$ cat config.mk
export PLATFORM = sky130hd
export DESIGN_NAME = probe_report_byte_parser_unit
export DESIGN_NICKNAME = d
export VERILOG_FILES = /design/src/prpb_pkg.sv /design/src/prpb_front.sv /design/src/prpb_fifo.sv /design/src/prpb_back.sv /design/src/probe_report_byte_parser_unit.sv
export SDC_FILE = /design/constraint.sdc
export NUM_CORES = 2
export LEC_CHECK = 0
export BUFFER_PORTS_ARGS = -buffer_cell sky130_fd_sc_hd__buf_2
export CAP_MARGIN = 20
export CORE_MARGIN = 2
export CORE_UTILIZATION = 45
export CTS_CLUSTER_DIAMETER = 200
export DETAILED_ROUTE_END_ITERATION = 7
export GPL_ROUTABILITY_DRIVEN = 0
export PLACE_DENSITY_LB_ADDON = 0.2
export SETUP_SLACK_MARGIN = 0.3
export SLEW_MARGIN = 10
export SYNTH_ARGS = -nofsm -noshare
export SYNTH_HDL_FRONTEND = slang
export SYNTH_SLANG_ARGS = --single-unit
export TNS_END_PERCENT = 1
$ cat constraint.sdc
create_clock -name clk -period 25.2 [get_ports clk]
set_input_delay 1.26 -clock clk [delete_from_list [all_inputs] [get_ports clk]]
set_output_delay 1.26 -clock clk [all_outputs]
set_load 0.02 [all_outputs]
$ cat src/prpb_pkg.sv
// ----------------------------------------------------------------------------
// prpb_pkg
// shared types, constants and float-order helpers for the probe report parser
// ----------------------------------------------------------------------------
package prpb_pkg;

	localparam int TONE_COUNT_DEF = 64;
	localparam int QUEUE_DEPTH    = 4;
	localparam int QPTR_W         = $clog2(QUEUE_DEPTH);

	localparam logic [7:0]  MAGIC_BYTE = 8'hBC;
	localparam logic [15:0] MIN_TONES  = 16'd3;
	localparam logic [7:0]  ZERO_DB    = 8'd160;
	localparam logic [6:0]  POS_MAX    = 7'd127;

	typedef enum logic [1:0] {
		OP_BYTE,
		OP_LAST,
		OP_READ
	} op_kind_t;

	typedef enum logic [1:0] {
		OUTCOME_NONE,
		OUTCOME_ACCEPT,
		OUTCOME_REJECT
	} outcome_t;

	typedef struct packed {
		op_kind_t    kind;
		logic [7:0]  data;
		logic [5:0]  sel;
		logic        in_range;
	} item_t;

	// maps ieee single bits to an unsigned key in numeric order
	function automatic logic [31:0] order_key(input logic [31:0] bits);
		logic [31:0] b;
		b = (bits[30:0] == 31'd0) ? 32'd0 : bits;
		if (b[31]) begin
			return ~b;
		end
		return b | 32'h8000_0000;
	endfunction

	function automatic logic is_nan(input logic [31:0] bits);
		return (bits[30:23] == 8'hFF) && (bits[22:0] != 23'd0);
	endfunction

endpackage

$ cat src/prpb_front.sv
// ----------------------------------------------------------------------------
// prpb_front
// accepts request transactions, classifies them and feeds the queue
// ----------------------------------------------------------------------------
module prpb_front import prpb_pkg::*; #(
	parameter int TONE_COUNT = TONE_COUNT_DEF
) (
	input  logic       clk,
	input  logic       arst_n,
	input  logic       req_valid,
	output logic       req_stall,
	input  logic       req_type,
	input  logic [7:0] data_byte,
	input  logic       last_byte,
	input  logic [5:0] tone_select,
	output logic       push,
	output item_t      push_item,
	input  logic       q_full
);

	logic  fe_v_s1;
	item_t fe_item_s1;
	item_t cls;
	logic  accept;

	assign req_stall = fe_v_s1 && q_full;
	assign accept    = req_valid && !req_stall;
	assign push      = fe_v_s1 && !q_full;
	assign push_item = fe_item_s1;

	always_comb begin
		cls.data     = data_byte;
		cls.sel      = tone_select;
		cls.in_range = ({1'b0, tone_select} < 7'(TONE_COUNT));
		if (req_type) begin
			cls.kind = OP_READ;
		end else if (last_byte) begin
			cls.kind = OP_LAST;
		end else begin
			cls.kind = OP_BYTE;
		end
	end

	always_ff @(posedge clk or negedge arst_n) begin
		if (!arst_n) begin
			fe_v_s1 <= 1'b0;
		end else if (accept) begin
			fe_v_s1 <= 1'b1;
		end else if (push) begin
			fe_v_s1 <= 1'b0;
		end
	end

	always_ff @(posedge clk) begin
		if (accept) begin
			fe_item_s1 <= cls;
		end
	end

endmodule

$ cat src/prpb_fifo.sv
// ----------------------------------------------------------------------------
// prpb_fifo
// short queue of classified items between the front and back parts
// ----------------------------------------------------------------------------
module prpb_fifo import prpb_pkg::*; (
	input  logic  clk,
	input  logic  arst_n,
	input  logic  push,
	input  item_t push_item,
	output logic  full,
	input  logic  pop,
	output item_t head_item,
	output logic  not_empty
);

	item_t             entry_q [QUEUE_DEPTH];
	logic [QPTR_W-1:0] wr_ptr_q;
	logic [QPTR_W-1:0] rd_ptr_q;
	logic [QPTR_W:0]   count_q;

	assign full      = (count_q == (QPTR_W+1)'(QUEUE_DEPTH));
	assign not_empty = (count_q != '0);
	assign head_item = entry_q[rd_ptr_q];

	always_ff @(posedge clk or negedge arst_n) begin
		if (!arst_n) begin
			wr_ptr_q <= '0;
			rd_ptr_q <= '0;
			count_q  <= '0;
		end else begin
			if (push) begin
				wr_ptr_q <= wr_ptr_q + 1'b1;
			end
			if (pop) begin
				rd_ptr_q <= rd_ptr_q + 1'b1;
			end
			if (push && !pop) begin
				count_q <= count_q + 1'b1;
			end else if (pop && !push) begin
				count_q <= count_q - 1'b1;
			end
		end
	end

	always_ff @(posedge clk) begin
		if (push) begin
			entry_q[wr_ptr_q] <= push_item;
		end
	end

	a_no_overflow: assert property (@(posedge clk) disable iff (!arst_n)
		full && !pop |=> count_q == (QPTR_W+1)'(QUEUE_DEPTH))
		else $error("queue count moved while full and not popped");
	a_no_underflow: assert property (@(posedge clk) disable iff (!arst_n)
		pop |-> not_empty)
		else $error("queue popped while empty");
	a_count_range: assert property (@(posedge clk) disable iff (!arst_n)
		count_q <= (QPTR_W+1)'(QUEUE_DEPTH))
		else $error("queue count out of range");

endmodule

$ cat src/prpb_back.sv
// ----------------------------------------------------------------------------
// prpb_back
// parses message bytes, commits the record, serves read transactions
// ----------------------------------------------------------------------------
module prpb_back import prpb_pkg::*; #(
	parameter int TONE_COUNT = TONE_COUNT_DEF
) (
	input  logic              clk,
	input  logic              arst_n,
	input  item_t             item,
	input  logic              item_valid,
	output logic              item_pop,
	output logic              rsp_valid,
	input  logic              rsp_stall,
	output logic              decode_ok,
	output logic              report_valid,
	output logic [31:0]       low_freq_bits,
	output logic [31:0]       high_freq_bits,
	output logic [15:0]       tone_count,
	output logic [63:0]       detected_map,
	output logic [15:0]       capability_flags,
	output logic [7:0]        cyclic_prefix_len,
	output logic [7:0]        pilot_carrier_step,
	output logic [7:0]        pilot_symbol_step,
	output logic [7:0]        fft_size_code,
	output logic signed [8:0] tone_power_half_db
);

	localparam int TONE_W    = (TONE_COUNT > 1) ? $clog2(TONE_COUNT) : 1;
	localparam int ADDR_W    = TONE_W + 1;
	localparam int MEM_DEPTH = 2 << TONE_W;
	localparam int MAP_BYTES = (TONE_COUNT + 7) / 8;
	localparam int HDR_LEN   = 11 + MAP_BYTES;
	localparam int CAPS_END  = HDR_LEN + 2;
	localparam int POWER_END = CAPS_END + TONE_COUNT;
	localparam int PHY_END   = POWER_END + 4;
	localparam logic [63:0] MAP_MASK = {64{1'b1}} >> (64 - TONE_COUNT);

	// parse state
	logic [6:0]  pos_q;
	logic        magic_q;
	logic        bank_q;
	outcome_t    outcome_q;

	// staged fields
	logic [63:0] stg_edges_q;
	logic [15:0] stg_count_q;
	logic [63:0] stg_map_q;
	logic [15:0] stg_caps_q;
	logic [31:0] stg_phy_q;

	// committed record
	logic [63:0] rec_edges_q;
	logic [15:0] rec_count_q;
	logic [63:0] rec_map_q;
	logic [15:0] rec_caps_q;
	logic [31:0] rec_phy_q;
	logic        rec_valid_q;

	// power banks
	logic [7:0]           mem_q [MEM_DEPTH];
	logic [MEM_DEPTH-1:0] mem_vld_q;
	logic                 mem_we;
	logic [ADDR_W-1:0]    waddr;
	logic [ADDR_W-1:0]    raddr;
	logic [6:0]           wk;

	// read stage
	logic        rd_v_s1;
	logic [7:0]  pwr_s1;
	logic        pwr_vld_s1;
	logic        in_range_s1;
	logic        ok_s1;
	logic [63:0] edges_s1;
	logic [15:0] count_s1;
	logic [63:0] map_s1;
	logic [15:0] caps_s1;
	logic [31:0] phy_s1;
	logic        valid_s1;

	// result register
	logic              rsp_valid_q;
	logic              ok_q;
	logic              valid_q;
	logic [63:0]       edges_q;
	logic [15:0]       count_q;
	logic [63:0]       map_q;
	logic [15:0]       caps_q;
	logic [31:0]       phy_q;
	logic [8:0]        power_q;

	logic        is_byte;
	logic        is_read;
	logic        s1_adv;
	logic        do_byte;
	logic        do_commit;
	logic        do_read;
	logic        magic_m;
	logic [7:0]  len_w;
	logic        accept_m;
	logic [63:0] edges_m;
	logic [15:0] count_m;
	logic [63:0] map_m;
	logic [15:0] caps_m;
	logic [31:0] phy_m;
	logic [15:0] caps_c;
	logic [31:0] phy_c;
	logic        valid_c;
	logic [7:0]  pwr_eff;
	logic [8:0]  power_c;

	assign is_byte   = (item.kind == OP_BYTE) || (item.kind == OP_LAST);
	assign is_read   = (item.kind == OP_READ);
	assign s1_adv    = rd_v_s1 && (!rsp_valid_q || !rsp_stall);
	assign item_pop  = item_valid && (is_byte || !rd_v_s1 || s1_adv);
	assign do_byte   = item_pop && is_byte;
	assign do_commit = item_pop && (item.kind == OP_LAST);
	assign do_read   = item_pop && is_read;

	assign len_w    = {1'b0, pos_q} + 8'd1;
	assign magic_m  = (pos_q == '0) ? (item.data == MAGIC_BYTE) : magic_q;
	assign accept_m = (len_w >= 8'(HDR_LEN)) && magic_m;

	// merge the current byte into the staged fields
	always_comb begin
		edges_m = stg_edges_q;
		count_m = stg_count_q;
		map_m   = stg_map_q;
		caps_m  = stg_caps_q;
		phy_m   = stg_phy_q;
		for (int l = 0; l < 8; l++) begin
			if (do_byte && pos_q == 7'(1 + l)) begin
				edges_m[8*l +: 8] = item.data;
			end
			if (do_byte && (l < MAP_BYTES) && pos_q == 7'(11 + l)) begin
				map_m[8*l +: 8] = item.data;
			end
		end
		for (int l = 0; l < 2; l++) begin
			if (do_byte && pos_q == 7'(9 + l)) begin
				count_m[8*l +: 8] = item.data;
			end
			if (do_byte && pos_q == 7'(HDR_LEN + l)) begin
				caps_m[8*l +: 8] = item.data;
			end
		end
		for (int l = 0; l < 4; l++) begin
			if (do_byte && pos_q == 7'(POWER_END + l)) begin
				phy_m[8*l +: 8] = item.data;
			end
		end
	end

	assign caps_c  = (len_w >= 8'(CAPS_END)) ? caps_m : 16'd0;
	assign phy_c   = (len_w >= 8'(PHY_END)) ? phy_m : rec_phy_q;
	assign valid_c = (count_m >= MIN_TONES) && !is_nan(edges_m[31:0]) &&
		!is_nan(edges_m[63:32]) &&
		(order_key(edges_m[63:32]) > order_key(edges_m[31:0]));

	assign wk     = pos_q - 7'(CAPS_END);
	assign mem_we = do_byte && (pos_q >= 7'(CAPS_END)) && (pos_q < 7'(POWER_END));
	assign waddr  = {~bank_q, wk[TONE_W-1:0]};
	assign raddr  = {bank_q, item.sel[TONE_W-1:0]};

	always_ff @(posedge clk or negedge arst_n) begin
		if (!arst_n) begin
			pos_q       <= '0;
			magic_q     <= 1'b0;
			bank_q      <= 1'b0;
			outcome_q   <= OUTCOME_NONE;
			rec_edges_q <= '0;
			rec_count_q <= '0;
			rec_map_q   <= '0;
			rec_caps_q  <= '0;
			rec_phy_q   <= '0;
			rec_valid_q <= 1'b0;
			mem_vld_q   <= '0;
			rd_v_s1     <= 1'b0;
			rsp_valid_q <= 1'b0;
		end else begin
			if (do_commit) begin
				pos_q   <= '0;
				magic_q <= 1'b0;
				if (accept_m) begin
					outcome_q   <= OUTCOME_ACCEPT;
					rec_edges_q <= edges_m;
					rec_count_q <= count_m;
					rec_map_q   <= map_m & MAP_MASK;
					rec_caps_q  <= caps_c;
					rec_phy_q   <= phy_c;
					rec_valid_q <= valid_c;
					if (len_w >= 8'(POWER_END)) begin
						bank_q <= ~bank_q;
					end
				end else begin
					outcome_q <= OUTCOME_REJECT;
				end
			end else if (do_byte) begin
				magic_q <= magic_m;
				if (pos_q != POS_MAX) begin
					pos_q <= pos_q + 7'd1;
				end
			end
			if (mem_we) begin
				mem_vld_q[waddr] <= 1'b1;
			end
			if (do_read) begin
				rd_v_s1 <= 1'b1;
			end else if (s1_adv) begin
				rd_v_s1 <= 1'b0;
			end
			rsp_valid_q <= s1_adv || (rsp_valid_q && rsp_stall);
		end
	end

	always_ff @(posedge clk) begin
		if (do_byte) begin
			stg_edges_q <= edges_m;
			stg_count_q <= count_m;
			stg_map_q   <= map_m;
			stg_caps_q  <= caps_m;
			stg_phy_q   <= phy_m;
		end
		if (mem_we) begin
			mem_q[waddr] <= item.data;
		end
		if (do_read) begin
			pwr_s1      <= mem_q[raddr];
			pwr_vld_s1  <= mem_vld_q[raddr];
			in_range_s1 <= item.in_range;
			ok_s1       <= (outcome_q == OUTCOME_ACCEPT);
			edges_s1    <= rec_edges_q;
			count_s1    <= rec_count_q;
			map_s1      <= rec_map_q;
			caps_s1     <= rec_caps_q;
			phy_s1      <= rec_phy_q;
			valid_s1    <= rec_valid_q;
		end
	end

	assign pwr_eff = pwr_vld_s1 ? pwr_s1 : ZERO_DB;
	assign power_c = in_range_s1 ? ({1'b0, pwr_eff} - {1'b0, ZERO_DB}) : 9'd0;

	always_ff @(posedge clk) begin
		if (s1_adv) begin
			ok_q    <= ok_s1;
			valid_q <= valid_s1;
			edges_q <= edges_s1;
			count_q <= count_s1;
			map_q   <= map_s1;
			caps_q  <= caps_s1;
			phy_q   <= phy_s1;
			power_q <= power_c;
		end
	end

	assign rsp_valid          = rsp_valid_q;
	assign decode_ok          = ok_q;
	assign report_valid       = valid_q;
	assign low_freq_bits      = edges_q[31:0];
	assign high_freq_bits     = edges_q[63:32];
	assign tone_count         = count_q;
	assign detected_map       = map_q;
	assign capability_flags   = caps_q;
	assign cyclic_prefix_len  = phy_q[7:0];
	assign pilot_carrier_step = phy_q[15:8];
	assign pilot_symbol_step  = phy_q[23:16];
	assign fft_size_code      = phy_q[31:24];
	assign tone_power_half_db = $signed(power_q);

	a_pos_clear: assert property (@(posedge clk) disable iff (!arst_n)
		do_commit |=> pos_q == '0 && !magic_q)
		else $error("position not cleared after last byte");
	a_bank_swap: assert property (@(posedge clk) disable iff (!arst_n)
		do_commit && accept_m && (len_w >= 8'(POWER_END)) |=> bank_q != $past(bank_q))
		else $error("power bank not swapped on full commit");
	a_no_collide: assert property (@(posedge clk) disable iff (!arst_n)
		mem_we && do_read |-> waddr != raddr)
		else $error("power write hits the bank being read");
	a_hold_s1: assert property (@(posedge clk) disable iff (!arst_n)
		rd_v_s1 && !s1_adv |=> rd_v_s1 && $stable(pwr_s1) && $stable(edges_s1))
		else $error("pending read lost its data");

endmodule

$ cat src/probe_report_byte_parser_unit.sv
// ----------------------------------------------------------------------------
// probe_report_byte_parser_unit
// throughput: one transaction per cycle, bytes and reads alike, while the queue is not full
// read path: a read passes the front register, the queue, the power bank read register
//   and the result register, in that order
// reset: parse state, committed record and bank select clear at once;
//   power entries read as 0 dB until written, no clearing pass
// ----------------------------------------------------------------------------
module probe_report_byte_parser_unit import prpb_pkg::*; #(
	parameter int TONE_COUNT = TONE_COUNT_DEF
) (
	input  logic              clk,
	input  logic              arst_n,
	input  logic              req_valid,
	output logic              req_stall,
	input  logic              req_type,
	input  logic [7:0]        data_byte,
	input  logic              last_byte,
	input  logic [5:0]        tone_select,
	output logic              rsp_valid,
	input  logic              rsp_stall,
	output logic              decode_ok,
	output logic              report_valid,
	output logic [31:0]       low_freq_bits,
	output logic [31:0]       high_freq_bits,
	output logic [15:0]       tone_count,
	output logic [63:0]       detected_map,
	output logic [15:0]       capability_flags,
	output logic [7:0]        cyclic_prefix_len,
	output logic [7:0]        pilot_carrier_step,
	output logic [7:0]        pilot_symbol_step,
	output logic [7:0]        fft_size_code,
	output logic signed [8:0] tone_power_half_db
);

	logic  push;
	item_t push_item;
	logic  q_full;
	logic  pop;
	item_t head_item;
	logic  not_empty;

	prpb_front #(.TONE_COUNT(TONE_COUNT)) u_front (
		.clk         (clk),
		.arst_n      (arst_n),
		.req_valid   (req_valid),
		.req_stall   (req_stall),
		.req_type    (req_type),
		.data_byte   (data_byte),
		.last_byte   (last_byte),
		.tone_select (tone_select),
		.push        (push),
		.push_item   (push_item),
		.q_full      (q_full)
	);

	prpb_fifo u_fifo (
		.clk       (clk),
		.arst_n    (arst_n),
		.push      (push),
		.push_item (push_item),
		.full      (q_full),
		.pop       (pop),
		.head_item (head_item),
		.not_empty (not_empty)
	);

	prpb_back #(.TONE_COUNT(TONE_COUNT)) u_back (
		.clk                (clk),
		.arst_n             (arst_n),
		.item               (head_item),
		.item_valid         (not_empty),
		.item_pop           (pop),
		.rsp_valid          (rsp_valid),
		.rsp_stall          (rsp_stall),
		.decode_ok          (decode_ok),
		.report_valid       (report_valid),
		.low_freq_bits      (low_freq_bits),
		.high_freq_bits     (high_freq_bits),
		.tone_count         (tone_count),
		.detected_map       (detected_map),
		.capability_flags   (capability_flags),
		.cyclic_prefix_len  (cyclic_prefix_len),
		.pilot_carrier_step (pilot_carrier_step),
		.pilot_symbol_step  (pilot_symbol_step),
		.fft_size_code      (fft_size_code),
		.tone_power_half_db (tone_power_half_db)
	);

endmodule

# Word-level counts from Yosys, hierarchy flattened
# Memories as Yosys holds them, arrays and structs flattened. A register that Yosys moved wholly into a read port is not among the register bits.
# Cells that the tools add are included.
# op_classes
n_addsub,8
n_mul,0
div,0
magnitude_cmp,11
eq_ne,32
shifts,0
muxes,56
n_bitwise,4
reduce_logical,74
# op_table
cell,n
8-bit two-way mux,25
32-bit two-way mux,6
128-bit OR,1
32-bit inverter,2
31-bit logical NOT,2
"7-bit by 4-bit equality test with 1-bit output, second input constant",8
23-bit nonzero test,2
1-bit logical AND,44
"7-bit by 5-bit equality test with 1-bit output, second input constant",5
32-bit > comparator,1
"7-bit by 3-bit equality test with 1-bit output, second input constant",4
"7-bit equality test, second input constant",4
"8-bit equality test, second input constant",3
7-bit two-way mux,3
"16-bit by 2-bit >= comparator with 1-bit output, second input constant",1
"8-bit by 5-bit >= comparator with 1-bit output, second input constant",2
"8-bit by 7-bit >= comparator with 1-bit output, second input constant",2
"7-bit by 8-bit less-than comparator with 1-bit output, second input constant",2
1-bit two-way mux,16
16-bit two-way mux,1
"7-bit by 2-bit equality test with 1-bit output, second input constant",2
2-bit nonzero test,5
1-bit logical NOT,9
"8-bit by 8-bit subtractor with 9-bit output, second input constant",1
25 further kinds,34
# word_totals
ff_bits,949
latchBits,0
ram_bits,1088
mem_bits_ro,0
input_bits,20
output_inout_bits,205
elab_cells,229
memories,2
# memory_table
name,words,word_bits,read_ports,rd_ports_with_merged_regs,wr,line,rtl
u_back.mem_q,128,8,1,1,1,prpb_back.sv:61,logic [7:0] mem_q [MEM_DEPTH];
u_fifo.entry_q,4,16,1,0,1,prpb_fifo.sv:16,item_t entry_q [QUEUE_DEPTH];

# Longest topological paths before layout
# An unclocked memory read counts as a cell.
# logic_depth
depth_word,16
mapped_depth,23
mapped_depth_nobuf,18

# Cells and area by module
# From an unflattened synthesis, not the netlist that was laid out.
# unflattened
cells_unflattened,4055
area_unflattened_um2,79073.3
# by_module_without_submodules
mod,n_inst,cells_each,area_per_inst_um2,seq_area_each_um2
prpb_back,1,3908,75631.3,57094.8
prpb_fifo,1,123,2891.5,2217.1
prpb_front,1,24,550.5,505.5

# Worst setup path after synthesis
# OpenSTA, ideal clock, no wires.
# synth_timing
path_type,register to register
start,register u_fifo.rd_ptr_q[0]
end,register u_back.caps_s1[0] (enable)
setup_ns,1.060
arrival_ns,16.332
required_time_ns,24.140
path_slack_ns,7.809
path_stages_with_launch,7
path_buffers,2
synth_period_minus_slack_ns,17.391
cell_sequence,dfrtp_1 > buf_6 > mux4_2 > buf_2 > a41oi_1 > inv_1 > nor3b_1
# synth_between
elab_chain_cells,7
elab_cells_between_ends,9
classes_between,eq/ne: 2; reduce/logical: 6; memory: 1
# synth_rtl
item,line,rtl
"start, declared",prpb_fifo.sv:18,logic [QPTR_W-1:0] rd_ptr_q;
"start signal, assigned",prpb_fifo.sv:35,rd_ptr_q <= rd_ptr_q + 1'b1;
memory read 4 x 16 bit *,-,
2-bit by 1-bit equality test with 1-bit output / 2-bit logical NOT (equally long branches),prpb_back.sv:112,assign is_byte = (item.kind == OP_BYTE) || (item.kind == OP_LAST);
1-bit logical OR,prpb_back.sv:112,
1-bit logical OR (2 in series),prpb_back.sv:115,assign item_pop = item_valid && (is_byte || !rd_v_s1 || s1_adv);
1-bit logical AND,prpb_back.sv:115,
1-bit logical AND *,prpb_back.sv:118,assign do_read = item_pop && is_read;
net u_back.do_read,prpb_back.sv:97,logic do_read;
"end signal, assigned",prpb_back.sv:235,caps_s1 <= rec_caps_q;
"end, declared",prpb_back.sv:77,logic [15:0] caps_s1;
# The timed path passes the listed nets; every way through them passes the cells marked *.
# A chain may end at the register's enable or synchronous reset.

# Final worst setup path
# layout_timing
start,register u_fifo.rd_ptr_q[1]
end,register u_back.rec_valid_q
# layout_between
elab_chain_cells,16
elab_cells_between_ends,58
classes_between,order compare: 2; eq/ne: 4; mux: 19; bitwise: 2; reduce/logical: 30; memory: 1
# layout_rtl
item,line,rtl
memory read 4 x 16 bit *,-,
2-bit by 1-bit equality test with 1-bit output / 2-bit logical NOT (equally long branches),"prpb_back.sv:112, prpb_back.sv:117",
1-bit logical OR,prpb_back.sv:112,
1-bit logical OR (2 in series),prpb_back.sv:115,
1-bit logical AND,prpb_back.sv:115,
1-bit logical AND,prpb_back.sv:116,assign do_byte = item_pop && is_byte;
1-bit logical AND,prpb_back.sv:132,if (do_byte && pos_q == 7'(1 + l)) begin
8-bit two-way mux,prpb_back.sv:132,
31-bit logical NOT,prpb_pkg.sv:38,b = (bits[30:0] == 31'd0) ? 32'd0 : bits;
32-bit two-way mux,prpb_pkg.sv:38,
32-bit inverter,prpb_pkg.sv:40,return ~b;
32-bit two-way mux,prpb_pkg.sv:39,if (b[31]) begin
32-bit two-way mux,prpb_pkg.sv:42,return b | 32'h8000_0000;
32-bit > comparator,prpb_back.sv:158,(order_key(edges_m[63:32]) > order_key(edges_m[31:0]));
1-bit logical AND,prpb_back.sv:157,!is_nan(edges_m[63:32]) &&
"end signal, assigned",prpb_back.sv:191,rec_valid_q <= valid_c;
"end, declared",prpb_back.sv:58,logic rec_valid_q;
# Every way passes the cells marked *; elsewhere a longest branch is shown, timed or not. The select of a mux whose other input is x is not followed.

==> results.yml <==
outcome:
  status: "complete, no violations"
cts:
  cts-htree-levels: 4
  insertion_delay_ns: 0.84
  root_buffer: "clkbuf_16"
  post_cts_buffers: 0
  cts_sinks: 2044
  cts_resized: 0
  cts_hold_buf: 0
  path_clk_slew_ns: 0.07
  cts_inserted_buffers: 205
  cts_tree: "built"
  clockBufferDepth: 3
cells_and_area:
  fin_nets: 4789
  layout-drive-gt1-share_pct: 20.53
  area_delta_synth_final_pct: 13.35
detailed_routing:
  drt_iter0_markers: 3664
  wl_per_cell_um: 25.66
  wl_um: 185600
  routed-via-count: 40313
  drc: 0
  via_per_inst: 5.574
  dr.pass1.iters: 6
  detail-route-antenna-nets: 0
timing:
  setup_viol: 0
  rsz0062_at_grt: "no"
  fin_crit_sh_pct: 26.10
  setup_tns_ns: 0
  max_clock_freq_ghz: 0.1520
  hold_ws_ns: 0.4028
  setup_slack_ns: 18.62
  drv_slew: 0
  worst_pin_slew_ns: 1.144
  hold_viol: 0
  slew_headroom_pct: 23.13
  skew_ns: 0.04180
  finalCriticalPeriod_ns: 6.577
die:
  start_util_pct: 45.30
  die_h_um: 422.3
  rows: 153
  io_pins: 225
  dieArea_um2: 178300
  core_um2: 173800
  die_w_um: 422.3
critical_path:
  crit_type: "flip-flop to flip-flop"
  critPathMaxStageDelay_ns: 0.93
  end_kind: "flip-flop"
  crit_arrival_ns: 7.34
  regToRegStartpoint: "u_fifo.rd_ptr_q[1]$_DFFE_PN0N_"
  rr_worst_depth: 17
  slowest_stage: "and2_1"
  reg2reg_to: "u_back.rec_valid_q$_DFFE_PN0P_"
  cp-start-kind: "flip-flop"
  crit_top_cell: "nor4_1"
  path_max_fanout: 83
  path_cells: "buf_4, mux2_2, o21ai_1, inv_6, nor3_1, nand3_1, a211o_1, nor4_1, and2_1, nor2_1, ha_1, nand4_1, nor4_1, o311ai_0, and4_1, a2111oi_2, a32o_1"
  cp_data_required_time_ns: 25.96
  r2r_slack_ns: 18.62
synthesis:
  synth_cells: 4470
  async_flop_share_pct: 16.73
  yosys_warnings: 0
  synth_xor_area_share_pct: 0.8232
  synth_top_family_by_area: "multiplexers"
  synth_compound_area_share_pct: 5.625
  synthFlopType: "edfxtp_1"
  synth.area.mux_share_pct: 11.35
  syn_avg_cell_area_um2: 17.61
  seq_area_frac_synth_pct: 75.78
  netlist_area_um2: 78740
  ys_ff_latch: 2044
  yosys-top-cells-area: "edfxtp_1 65%, dfrtp_1 11%, mux4_2 6.4%"
  synth_cell_types: 68
  yosys.area_share.adder_pct: 0.7087
  syn_nets: 4534
  synth-simple-area-share_pct: 3.715
  yosysTopAreaCellShare_pct: 64.91
  yosys.area.top_type: "edfxtp_1"
  synth_edf_count: 1702
global_routing:
  grt_usage_pct: 20.68
  grt_overflow_total: 0
  grt_start_max_net_pins: 161
  antenna_found_initial: 4
  grt_first_pass_wirelength_um: 275500
  first_global_vias: 40966
pwr:
  vdd_drop_max_uv: 116.6
  power_density_nw_per_um2: 128.5
  total_power_mw: 11.47
  power_leakage_nw: 31.81
place:
  place_ws_ns: 18.74
  dp_hpwl_um: 111900
  place.port_buffers: 224
job:
  maxCapViolCount: 0
min_path:
  hold_class: "input pin to async pin"
-- report_power, final --
group | switching, mW | internal [mW]
combinational | 2.44 | 1.12
sequential | 0.172 | 4.73
clock | 1.29 | 1.71
total | 3.91 | 7.56
-- state kept, by name, indices dropped and copies added (netlist names), 32 cells and up --
name and flops:
u_back.mem_q 1024, u_back.mem_vld_q 128, u_back.detected_map 64, u_back.edges_q 64, u_back.edges_s1 64, u_back.map_s1 64, u_back.rec_edges_q 64, u_back.rec_map_q 64
u_back.stg_edges_q 64, u_back.stg_map_q 64, u_fifo.entry_q 64, u_back.phy_q 32, u_back.phy_s1 32, u_back.rec_phy_q 32, u_back.stg_phy_q 32
-- cell type report --
cell class	instances	area, um2
Antenna cell	1	2.502
Clock buffer	276	5609
Clock inverter	112	1084
Fill cell	14267	84580
Inverter	130	520.5
Multi-Input combinational cell	2038	17640
Sequential cell	2044	59670
Tap cell	2325	2909
Timing Repair Buffer	306	1814
-- routing by layer --
metal | wire length (um) | track usage [%] | vias up
li1 | - | - | 17876
met1 | 82640 | 29.91 | 21127
met2 | 89390 | 32.86 | 1072
met3 | 9601 | 3.355 | 236
met4 | 3922 | 5.286 | 2
met5 | 13 | 0 | -
-- Yosys cell counts, types with 7 or more instances --
cell type  count
a22o_1        36
mux4_2       224
nand2_1      260
dfrtp_1      342
nor2b_1        9
nand4_1       20
ha_1          43
mux2_2       128
o21bai_1     129
a21o_1         9
clkbuf_1     173
o21ai_0      195
nor3_1        47
nand2b_1      12
buf_2         51
nand3_1       14
xnor2_1       68
buf_1         21
mux2i_1      243
a21oi_1      142
o21a_1        10
buf_4         10
nor2_1       202
inv_1        125
o221ai_1      70
edfxtp_1    1702
and2_1        19
a221o_1       36
nor4_1        35
nor3b_1        7
-- cell usage in the layout, fill, tap and decap left out, types with 17 or more instances in the layout --
master	count
a22o_1	36
inv_1	120
clkinv_1	38
mux2i_1	242
a221o_1	36
edfxtp_1	1702
buf_4	74
o21ai_0	189
and2_1	19
clkbuf_8	17
mux4_2	222
nor2_1	198
clkbuf_16	207
clkinv_2	35
dfrtp_1	342
o21bai_1	129
ha_1	43
o221ai_1	70
nor3_1	45
clkbuf_1	52
nand4_1	20
mux2_2	128
buf_2	224
xnor2_1	68
a21oi_1	142
nor4_1	30
nand2_1	255
-- cell families (layout without fill, tap and decap cells) --
family                   count (synthesis)  in the layout
XOR/XNOR                                74             74
other                                    0              1
AO/OA/AOI/OAI                          669            669
multiplexers                           596            596
buffers and inverters                  388            824
flip-flops                            2044           2044
AND/OR/NAND/NOR                        655            655
adder cells (fa/ha/maj)                 44             44
-- critical path: cells and delay by family (launching register included) --
family                     cells  cell delay (ns)
and+or+nand+nor                8             3.18
adders and majority gates      1             0.35
muxes                          1             0.38
DFF                            1             0.46
buffers and inverters          2             0.70
AOI/OAI and AO/OA              5             1.36
-- how the worst max path moves through the flow --
stage                                         from                        endpoint  slack [ns]  cells past startpoint
CTS                 u_fifo.rd_ptr_q[1]$_DFFE_PN0N_  u_back.rec_valid_q$_DFFE_PN0P_       18.68                     17
finish              u_fifo.rd_ptr_q[1]$_DFFE_PN0N_  u_back.rec_valid_q$_DFFE_PN0P_       18.62                     17
detailed placement  u_fifo.rd_ptr_q[1]$_DFFE_PN0N_  u_back.rec_valid_q$_DFFE_PN0P_       18.74                     17
global placement    u_fifo.rd_ptr_q[1]$_DFFE_PN0N_  u_back.rec_valid_q$_DFFE_PN0P_       18.83                     17
floorplan           u_fifo.rd_ptr_q[0]$_DFFE_PN0N_     u_back.caps_s1[0]$_DFFE_PP_        7.81                      6
global route        u_fifo.rd_ptr_q[1]$_DFFE_PN0N_  u_back.rec_valid_q$_DFFE_PN0P_       18.12                     17
-- metrics by stage --
stage | instances | instance area [um2] | util, %
after floorplan | 4470 | 78740 | -
after global placement | 6839 | 82500 | 47.46
after detailed placement | 6840 | 82510 | 47.47
after CTS | 7228 | 89200 | 51.32
after global routing | 7231 | 89240 | 51.34
final | 7232 | 89250 | 51.34
No activity file was read; power rests on OpenSTA's default activity.
